**config.mk**
```make
export PLATFORM = sky130hd
export DESIGN_NAME = ima_adpcm_block_encoder
export DESIGN_NICKNAME = d
export VERILOG_FILES = /design/src/rtl/core/imaenc_pkg.sv /design/src/rtl/core/ima_adpcm_block_encoder.sv /design/src/rtl/core/imaenc_queue.sv /design/src/rtl/core/imaenc_front.sv /design/src/rtl/core/imaenc_back.sv
export VERILOG_INCLUDE_DIRS = /design/src /design/src/rtl/core
export SDC_FILE = /design/constraint.sdc
export NUM_CORES = 1
export LEC_CHECK = 0
export BUFFER_PORTS_ARGS = -buffer_cell sky130_fd_sc_hd__buf_2
export CORE_MARGIN = 2
export CORE_UTILIZATION = 50
export DETAILED_ROUTE_END_ITERATION = 6
export GPL_TIMING_DRIVEN = 0
export PLACE_DENSITY = 0.66
export SLEW_MARGIN = 20
export SYNTH_ARGS = -nofsm -noshare
export SYNTH_HDL_FRONTEND = slang
export SYNTH_SLANG_ARGS = --single-unit
export TNS_END_PERCENT = 10
```
**constraint.sdc**
```tcl
create_clock -name clk_i -period 18.66 [get_ports clk_i]
set_input_delay 0.933 -clock clk_i [delete_from_list [all_inputs] [get_ports clk_i]]
set_output_delay 0.933 -clock clk_i [all_outputs]
set_load 0.05 [all_outputs]
```
**src/rtl/core/ima_adpcm_block_encoder_defines.svh**
```systemverilog
// Assertion macros shared by the ADPCM block encoder RTL.
// Every macro expects clk_i and rst_ni to exist in the including module.
`ifndef IMA_ADPCM_BLOCK_ENCODER_DEFINES_SVH
`define IMA_ADPCM_BLOCK_ENCODER_DEFINES_SVH

// Same-cycle implication, checked out of reset.
`define IMAENC_ASSERT(lbl, ante, cons, msg) \
  lbl: assert property (@(posedge clk_i) disable iff (!rst_ni) (ante) |-> (cons)) \
    else $error(msg);

// Next-cycle implication, checked out of reset.
`define IMAENC_ASSERT_NXT(lbl, ante, cons, msg) \
  lbl: assert property (@(posedge clk_i) disable iff (!rst_ni) (ante) |=> (cons)) \
    else $error(msg);

`endif

```
**src/rtl/core/imaenc_pkg.sv**
```systemverilog
// Types, constants and helper functions for the ADPCM block encoder.
// Used by every module in rtl/core; depends on nothing else.
`timescale 1ns / 1ps
`default_nettype none

package imaenc_pkg;

  localparam int SAMPLES_PER_BLOCK = 2041;
  localparam bit TINY_BLOCK = (SAMPLES_PER_BLOCK <= 1);
  localparam int POS_W = (SAMPLES_PER_BLOCK > 2) ? $clog2(SAMPLES_PER_BLOCK) : 1;
  localparam logic [POS_W-1:0] LAST_POS =
      (SAMPLES_PER_BLOCK > 1) ? POS_W'(SAMPLES_PER_BLOCK - 1) : '0;

  localparam int STEP_W = 15;
  localparam int IDX_W = 7;
  localparam logic [IDX_W-1:0] IDX_MAX = 7'd88;

  localparam int Q_DEPTH = 4;
  localparam int Q_PTR_W = $clog2(Q_DEPTH);
  localparam int Q_CNT_W = $clog2(Q_DEPTH + 1);

  localparam logic [STEP_W-1:0] STEP_TABLE [0:88] = '{
    15'd7, 15'd8, 15'd9, 15'd10, 15'd11, 15'd12, 15'd13, 15'd14, 15'd16, 15'd17,
    15'd19, 15'd21, 15'd23, 15'd25, 15'd28, 15'd31, 15'd34, 15'd37, 15'd41, 15'd45,
    15'd50, 15'd55, 15'd60, 15'd66, 15'd73, 15'd80, 15'd88, 15'd97, 15'd107, 15'd118,
    15'd130, 15'd143, 15'd157, 15'd173, 15'd190, 15'd209, 15'd230, 15'd253, 15'd279,
    15'd307, 15'd337, 15'd371, 15'd408, 15'd449, 15'd494, 15'd544, 15'd598, 15'd658,
    15'd724, 15'd796, 15'd876, 15'd963, 15'd1060, 15'd1166, 15'd1282, 15'd1411,
    15'd1552, 15'd1707, 15'd1878, 15'd2066, 15'd2272, 15'd2499, 15'd2749, 15'd3024,
    15'd3327, 15'd3660, 15'd4026, 15'd4428, 15'd4871, 15'd5358, 15'd5894, 15'd6484,
    15'd7132, 15'd7845, 15'd8630, 15'd9493, 15'd10442, 15'd11487, 15'd12635,
    15'd13899, 15'd15289, 15'd16818, 15'd18500, 15'd20350, 15'd22385, 15'd24623,
    15'd27086, 15'd29794, 15'd32767
  };

  typedef struct packed {
    logic [15:0] sample;
    logic        start_stream;
  } enc_in_t;

  typedef struct packed {
    logic [7:0] out_byte;
    logic       block_end;
  } enc_out_t;

  // One queue record: a whole header or a single packed byte.
  typedef struct packed {
    logic             hdr;
    logic [15:0]      data;
    logic [IDX_W-1:0] idx;
    logic             last;
  } rec_t;

  // Step index adjustment from the magnitude bits of a code.
  function automatic logic signed [7:0] idx_adjust(input logic [2:0] mag);
    logic signed [7:0] adj;
    if (!mag[2]) begin
      adj = -8'sd1;
    end else begin
      adj = $signed({4'b0000, {1'b0, mag[1:0]} + 3'd1, 1'b0});
    end
    return adj;
  endfunction

endpackage

`default_nettype wire

```
**src/rtl/core/ima_adpcm_block_encoder.sv**
```systemverilog
// Top level of the 4-bit mono IMA ADPCM block encoder.
// Instantiates imaenc_front, imaenc_queue and imaenc_back; uses imaenc_pkg.
//
//   channel  | handshake             | word
//   ---------+-----------------------+-------------------------------------
//   input    | push / full           | in_item_i  {sample, start_stream}
//   output   | pop / empty           | out_item_o {out_byte, block_end}
//
// A sample is quantized in the cycle it is taken, so one sample per cycle
// enters as long as the four-entry record queue has room. The back end sends
// one byte per cycle while pop is held and the queue is not empty; a header
// record yields four bytes. Reset clears the predictor, step index, position
// and queue. A stalled output only fills the queue; full rises when it is full.
`timescale 1ns / 1ps
`default_nettype none

module ima_adpcm_block_encoder (
  input  wire logic                 clk_i,
  input  wire logic                 rst_ni,
  input  wire logic                 push,
  output logic                      full,
  input  wire imaenc_pkg::enc_in_t  in_item_i,
  input  wire logic                 pop,
  output logic                      empty,
  output imaenc_pkg::enc_out_t      out_item_o
);

  imaenc_pkg::rec_t rec, head;
  logic rec_wr, q_rd;

  imaenc_front u_front (
    .clk_i    (clk_i),
    .rst_ni   (rst_ni),
    .accept_i (push && !full),
    .item_i   (in_item_i),
    .rec_o    (rec),
    .rec_wr_o (rec_wr)
  );

  imaenc_queue u_queue (
    .clk_i   (clk_i),
    .rst_ni  (rst_ni),
    .wr_i    (rec_wr),
    .wdata_i (rec),
    .rd_i    (q_rd),
    .rdata_o (head),
    .empty_o (empty),
    .full_o  (full)
  );

  imaenc_back u_back (
    .clk_i   (clk_i),
    .rst_ni  (rst_ni),
    .head_i  (head),
    .empty_i (empty),
    .pop_i   (pop),
    .q_rd_o  (q_rd),
    .out_o   (out_item_o)
  );

endmodule

`default_nettype wire

```
**src/rtl/core/imaenc_queue.sv**
```systemverilog
// Short record queue between the quantizer front and the byte back end.
// Flip-flop storage; depends on imaenc_pkg.
`timescale 1ns / 1ps
`default_nettype none

module imaenc_queue (
  input  wire logic              clk_i,
  input  wire logic              rst_ni,
  input  wire logic              wr_i,
  input  wire imaenc_pkg::rec_t  wdata_i,
  input  wire logic              rd_i,
  output imaenc_pkg::rec_t       rdata_o,
  output logic                   empty_o,
  output logic                   full_o
);

`include "ima_adpcm_block_encoder_defines.svh"

  imaenc_pkg::rec_t mem_q [imaenc_pkg::Q_DEPTH];
  logic [imaenc_pkg::Q_PTR_W-1:0] wptr_q, wptr_d, rptr_q, rptr_d;
  logic [imaenc_pkg::Q_CNT_W-1:0] cnt_q, cnt_d;
  logic do_wr, do_rd;

  assign empty_o = (cnt_q == '0);
  assign full_o  = (cnt_q == imaenc_pkg::Q_CNT_W'(imaenc_pkg::Q_DEPTH));
  assign rdata_o = mem_q[rptr_q];
  assign do_wr   = wr_i && !full_o;
  assign do_rd   = rd_i && !empty_o;

  always_comb begin
    wptr_d = do_wr ? wptr_q + 1'b1 : wptr_q;
    rptr_d = do_rd ? rptr_q + 1'b1 : rptr_q;
    cnt_d  = cnt_q;
    if (do_wr && !do_rd) begin
      cnt_d = cnt_q + 1'b1;
    end else if (do_rd && !do_wr) begin
      cnt_d = cnt_q - 1'b1;
    end
  end

  always_ff @(posedge clk_i or negedge rst_ni) begin
    if (!rst_ni) begin
      wptr_q <= '0;
      rptr_q <= '0;
      cnt_q  <= '0;
    end else begin
      wptr_q <= wptr_d;
      rptr_q <= rptr_d;
      cnt_q  <= cnt_d;
    end
  end

  always_ff @(posedge clk_i) begin
    if (do_wr) begin
      mem_q[wptr_q] <= wdata_i;
    end
  end

  `IMAENC_ASSERT(a_q_no_overflow, wr_i, !full_o, "record written into a full queue")
  `IMAENC_ASSERT(a_q_cnt_range, 1'b1,
      cnt_q <= imaenc_pkg::Q_CNT_W'(imaenc_pkg::Q_DEPTH), "queue count out of range")

endmodule

`default_nettype wire

```
**src/rtl/core/imaenc_front.sv**
```systemverilog
// Front end: takes samples, tracks block position, quantizes and packs nibbles.
// Writes header or byte records to the queue; depends on imaenc_pkg.
`timescale 1ns / 1ps
`default_nettype none

module imaenc_front (
  input  wire logic                 clk_i,
  input  wire logic                 rst_ni,
  input  wire logic                 accept_i,
  input  wire imaenc_pkg::enc_in_t  item_i,
  output imaenc_pkg::rec_t          rec_o,
  output logic                      rec_wr_o
);

`include "ima_adpcm_block_encoder_defines.svh"

  logic [15:0]                        pred_q, pred_d;
  logic [imaenc_pkg::IDX_W-1:0]       idx_q, idx_d;
  logic [imaenc_pkg::POS_W-1:0]       pos_q, pos_d;
  logic [3:0]                         pend_q, pend_d;
  logic                               par_q, par_d;

  logic [imaenc_pkg::IDX_W-1:0]       idx_eff;
  logic [imaenc_pkg::POS_W-1:0]       pos_eff;
  logic                               par_eff;
  logic [3:0]                         pend_eff;
  logic [16:0]                        diff, mag, st, delta;
  logic [3:0]                         code;
  logic signed [17:0]                 pred_sum;
  logic signed [7:0]                  idx_sum;
  logic                               last;

  always_comb begin
    idx_eff  = item_i.start_stream ? '0 : idx_q;
    pos_eff  = item_i.start_stream ? '0 : pos_q;
    par_eff  = item_i.start_stream ? 1'b0 : par_q;
    pend_eff = item_i.start_stream ? 4'h0 : pend_q;

    // Three compare-subtract steps against step, step/2 and step/4.
    diff  = {item_i.sample[15], item_i.sample} - {pred_q[15], pred_q};
    code  = {diff[16], 3'b000};
    mag   = diff[16] ? (~diff + 17'd1) : diff;
    st    = {2'b00, imaenc_pkg::STEP_TABLE[idx_eff]};
    delta = st >> 3;
    if (mag >= st) begin
      code[2] = 1'b1;
      mag     = mag - st;
      delta   = delta + st;
    end
    st = st >> 1;
    if (mag >= st) begin
      code[1] = 1'b1;
      mag     = mag - st;
      delta   = delta + st;
    end
    st = st >> 1;
    if (mag >= st) begin
      code[0] = 1'b1;
      delta   = delta + st;
    end

    pred_sum = code[3] ? $signed({pred_q[15], pred_q[15], pred_q} - {1'b0, delta})
                       : $signed({pred_q[15], pred_q[15], pred_q} + {1'b0, delta});
    idx_sum  = $signed({1'b0, idx_eff}) + imaenc_pkg::idx_adjust(code[2:0]);
    last     = (pos_eff == imaenc_pkg::LAST_POS);

    pred_d   = pred_q;
    idx_d    = idx_q;
    pos_d    = pos_q;
    par_d    = par_q;
    pend_d   = pend_q;
    rec_wr_o = 1'b0;
    rec_o    = '{hdr: 1'b0, data: 16'h0000, idx: idx_eff, last: 1'b0};

    if (accept_i) begin
      if (pos_eff == '0) begin
        rec_wr_o = 1'b1;
        rec_o    = '{hdr: 1'b1, data: item_i.sample, idx: idx_eff,
                     last: imaenc_pkg::TINY_BLOCK};
        pred_d   = item_i.sample;
        idx_d    = idx_eff;
        pos_d    = imaenc_pkg::TINY_BLOCK ? '0 : imaenc_pkg::POS_W'(1);
        par_d    = 1'b0;
        pend_d   = 4'h0;
      end else begin
        if (pred_sum > 18'sd32767) begin
          pred_d = 16'h7fff;
        end else if (pred_sum < -18'sd32768) begin
          pred_d = 16'h8000;
        end else begin
          pred_d = pred_sum[15:0];
        end
        if (idx_sum < 8'sd0) begin
          idx_d = '0;
        end else if (idx_sum > $signed({1'b0, imaenc_pkg::IDX_MAX})) begin
          idx_d = imaenc_pkg::IDX_MAX;
        end else begin
          idx_d = idx_sum[imaenc_pkg::IDX_W-1:0];
        end
        pos_d = last ? '0 : pos_eff + 1'b1;
        if (!par_eff) begin
          // A block ending on a low nibble is sent at once with a zero high nibble.
          if (last) begin
            rec_wr_o = 1'b1;
            rec_o    = '{hdr: 1'b0, data: {12'h000, code}, idx: idx_eff, last: 1'b1};
            pend_d   = 4'h0;
            par_d    = 1'b0;
          end else begin
            pend_d = code;
            par_d  = 1'b1;
          end
        end else begin
          rec_wr_o = 1'b1;
          rec_o    = '{hdr: 1'b0, data: {8'h00, code, pend_eff}, idx: idx_eff, last: last};
          pend_d   = 4'h0;
          par_d    = 1'b0;
        end
      end
    end
  end

  always_ff @(posedge clk_i or negedge rst_ni) begin
    if (!rst_ni) begin
      pred_q <= '0;
      idx_q  <= '0;
      pos_q  <= '0;
      pend_q <= '0;
      par_q  <= 1'b0;
    end else begin
      pred_q <= pred_d;
      idx_q  <= idx_d;
      pos_q  <= pos_d;
      pend_q <= pend_d;
      par_q  <= par_d;
    end
  end

  `IMAENC_ASSERT(a_fr_idx_range, 1'b1, idx_q <= imaenc_pkg::IDX_MAX, "step index above 88")
  `IMAENC_ASSERT(a_fr_par_pos, par_q, pos_q != '0, "nibble held at block start")
  `IMAENC_ASSERT_NXT(a_fr_start_hdr, accept_i && item_i.start_stream,
      !par_q && pend_q == 4'h0, "start of stream left a nibble pending")

endmodule

`default_nettype wire

```
**src/rtl/core/imaenc_back.sv**
```systemverilog
// Back end: turns queue records into output bytes, four for a header.
// Depends on imaenc_pkg.
`timescale 1ns / 1ps
`default_nettype none

module imaenc_back (
  input  wire logic                 clk_i,
  input  wire logic                 rst_ni,
  input  wire imaenc_pkg::rec_t     head_i,
  input  wire logic                 empty_i,
  input  wire logic                 pop_i,
  output logic                      q_rd_o,
  output imaenc_pkg::enc_out_t      out_o
);

`include "ima_adpcm_block_encoder_defines.svh"

  logic [1:0] sub_q, sub_d;
  logic       take;

  assign take = pop_i && !empty_i;

  always_comb begin
    out_o = '{out_byte: head_i.data[7:0], block_end: head_i.last};
    if (head_i.hdr) begin
      unique case (sub_q)
        2'd0: out_o = '{out_byte: head_i.data[7:0], block_end: 1'b0};
        2'd1: out_o = '{out_byte: head_i.data[15:8], block_end: 1'b0};
        2'd2: out_o = '{out_byte: {1'b0, head_i.idx}, block_end: 1'b0};
        default: out_o = '{out_byte: 8'h00, block_end: head_i.last};
      endcase
    end

    // A header record leaves the queue only with its fourth byte.
    q_rd_o = take && (!head_i.hdr || sub_q == 2'd3);
    sub_d  = sub_q;
    if (take && head_i.hdr) begin
      sub_d = sub_q + 2'd1;
    end
  end

  always_ff @(posedge clk_i or negedge rst_ni) begin
    if (!rst_ni) begin
      sub_q <= '0;
    end else begin
      sub_q <= sub_d;
    end
  end

  `IMAENC_ASSERT(a_bk_sub_hdr, sub_q != 2'd0, !empty_i && head_i.hdr,
      "header byte counter running without a header at the head")

endmodule

`default_nettype wire
```
==> qor.txt <==
Ports - 32
Core Area - 30700 sq um
Hold Fails Final Rpt - 0
Worst Path Arrival - 17.85 ns
Die X - 181 um
drt drc - 0
GR Overflow Total - 0
Clock Sink Count - 148
Final min period - 17.51 ns
Post-synth ARST share - 32.4%
Synth area leader - edfxtp_1
maximum fanout along the worst path - 20
synthesized net count - 2041
first-pass GRT wire length - 74500 um
syn_area_per_cell - 8.44 sq um
Slew headroom - 42.5%
CP Launch Type - primary input
Slew @ Worst Pin - 0.863 ns
Critical Path Sink - u_front.pred_q[4]
cts hold-fix bufs - 0
RD Place Congestion - 0.969
Adder-Cell Fraction of Synth Area - 13.4%
WL final - 47300 um
Final Slew Violations - 0
Routed Antenna Nets - 0
FF-to-FF Start - u_front.idx_q[0]
Buf+Inv Stages, Crit Path - 15
count leader, synth - nand2_1
R2R setup slack - 1.37 ns
crit path from - in_item_i[0]
CTS buffer count - 17
multiplexer share of the synthesized area - 5.88%
Area Growth Syn to Fin - 9.81%
WHS - 0.495 ns
sequential area share after synthesis - 26.8%
max frequency - 57.1 MHz
simple-gate share of the synthesized area - 19.3%
CP max-delay cell - inv_1
Syn Inst Count - 1857
max incr delay on CP - 0.60 ns
Longest Clk Path Bufs - 2
Cell Rows - 64
Post-synth EDFFs - 100
critical path depth - 83
Initial DRT Pass Iterations - 6
vias in the first global route - 13900
Hold WC Path Type - flop to flop
largest net degree at the start of global routing - 49
share of layout cells above drive strength 1 - 11.3%
Detailed Place HPWL - 36700 um
number of max-cap violations - 0
Synth Area in Compound Gates - 23.6%
full die area - 32800 sq um
CTS tree - built
largest family of logic cells by synthesized area - compound AO/OA/AOI/OAI gates
Synth area leaders - edfxtp_1 (19%), ha_1 (12%), dfrtp_1 (7.7%), a21oi_1 (4.8%), o21ai_0 (4.6%)
Starting Density - 50.9%
Setup Skew - 0.0113 ns
WP data required - 19.00 ns
clk root buf - clkbuf_16
synth cell count leaders - nand2_1 (189), ha_1 (154), nor2_1 (153)
Via Count - 14500
Inserted Diodes - 0
# H-tree levels - 4
port bufs - 31
Vias/cell - 6.27
Worst setup EP type - flop
chip height - 181 um
WL/cell - 20.4 um
outcome - finished, final reports clean
Filler cells - 2856
Synth top area share - 19.2%
Post-Synth XOR/XNOR Area - 6.43%
Main synth FF type - edfxtp_1
Setup Crit Path Kind - primary input to flop
reg2reg end - u_front.pred_q[4]
Cell variety after synth - 95
#FFs+latches synth - 148
initial antenna violation count - 0
Reg2Reg Depth - 81
number of nets in the layout - 2094
cell family with most CP delay - compound AO/OA/AOI/OAI gates
CP most frequent cell - o21ai_0
overall routing resource usage - 28.6%
Synth Cell Area - 15700 sq um
CTS clk-pin slew, worst paths - 0.07 ns
Setup Viol. Count Final - 0
1st-iter DRT viols - 1184
Ys Warns - 0
worst-skew pair later-pin latency - 0.43 ns
fin crit share - 93.8%
## cells by family after synthesis
family | Yosys count
simple gates | 630
buf+inv | 184
flops | 148
xor+xnor | 115
mux | 60
compound gates | 557
fa+ha+maj | 163
## per-stage QoR
step / std cells / utilization (%) / setup TNS (ns) / setup WS (ns) / instance area, sq um
2_1_floorplan: 1857 / - / 0 / 1.66 / 15700
3_3_place_gp: 2284 / 53.1 / -83.54 / -4.26 / 16300
3_5_place_dp: 2284 / 53.1 / -85.28 / -4.32 / 16300
4_1_cts: 2314 / 55.4 / 0 / 0.116 / 17000
5_1_grt: 2319 / 55.9 / -0.0213 / -0.0213 / 17200
6_report: 2319 / 55.9 / 0 / 1.15 / 17200
## worst min-delay path by stage
stage,start,to,cells after the start
floorplan,u_front.pos_q[0],u_front.pos_q[0],2
global placement,u_front.pos_q[0],u_front.pos_q[0],2
detailed placement,u_front.pos_q[0],u_front.pos_q[0],2
CTS,u_front.pos_q[0],u_front.pos_q[0],2
global route,u_queue.cnt_q[2],u_queue.cnt_q[2],1
finish,u_front.pos_q[0],u_front.pos_q[0],2
## repair_timing
action,in CTS,in global routing
pin swaps,3,3
endpoints found under the setup margin,27,16
hold endpoints to repair,0,0
setup buffers,3,8
gates resized for setup,44,35
## cell usage in the layout (no fill, tap or decap), types with 11 or more instances in the layout
cell	n
edfxtp_1	100
clkbuf_16	17
dfrtp_1	48
o21a_1	22
mux2i_1	23
and3_1	28
o211ai_1	18
clkbuf_1	43
o21bai_1	14
nor2_1	152
a21oi_1	148
buf_2	39
xnor2_1	80
nor2b_1	28
a22oi_1	11
nand2_1	189
nor3_1	65
ha_1	152
nand2b_1	39
nand3_1	41
a211oi_1	19
o21ai_0	136
a31oi_1	16
or3_1	16
a21o_1	26
nand4_1	12
mux2_2	12
mux4_2	24
inv_1	97
xor2_1	33
buf_4	14
## final cells by class
class / count / area (sq um) / area share (%)
buffer: 73 / 337 / 1.96
clock buffer: 17 / 425 / 2.47
sequential: 148 / 4200 / 24.4
clock inverter: 15 / 158 / 0.916
inverter: 103 / 390 / 2.27
tap: 396 / 495 / 2.88
timing repair buffer: 42 / 240 / 1.40
multi-input combinational: 1525 / 11000 / 63.7
## state kept, by name, indices dropped and copies added, names as in the netlist
name and flops:
u_front.pos_q 11, u_queue.mem_q 100, u_front.pred_q 16, u_back.sub_q 2, u_front.pend_q 4, u_queue.wptr_q 2
u_queue.cnt_q 3, u_front.idx_q 7, u_front.par_q 1, u_queue.rptr_q 2
## worst reg2reg max path: cells and delay by family (launching register included)
family	cells	cell delay [ns]
flops	1	0.40
buf+inv	13	3.36
fa+ha+maj	7	1.98
compound gates	40	7.69
simple gates	19	3.09
xor+xnor	1	0.22
mux	1	0.47
## metal layers
metal	global-route usage, %	vias to the layer above	wire [um]
li1	-	6955	-
met1	37.8	6915	20100
met2	49.2	548	22700
met3	3.23	118	2970
met4	9.07	0	1600
met5	0	-	0
Power is not shown: default switching activity piles up to over one toggle a cycle in this logic, so the estimate is an artifact.
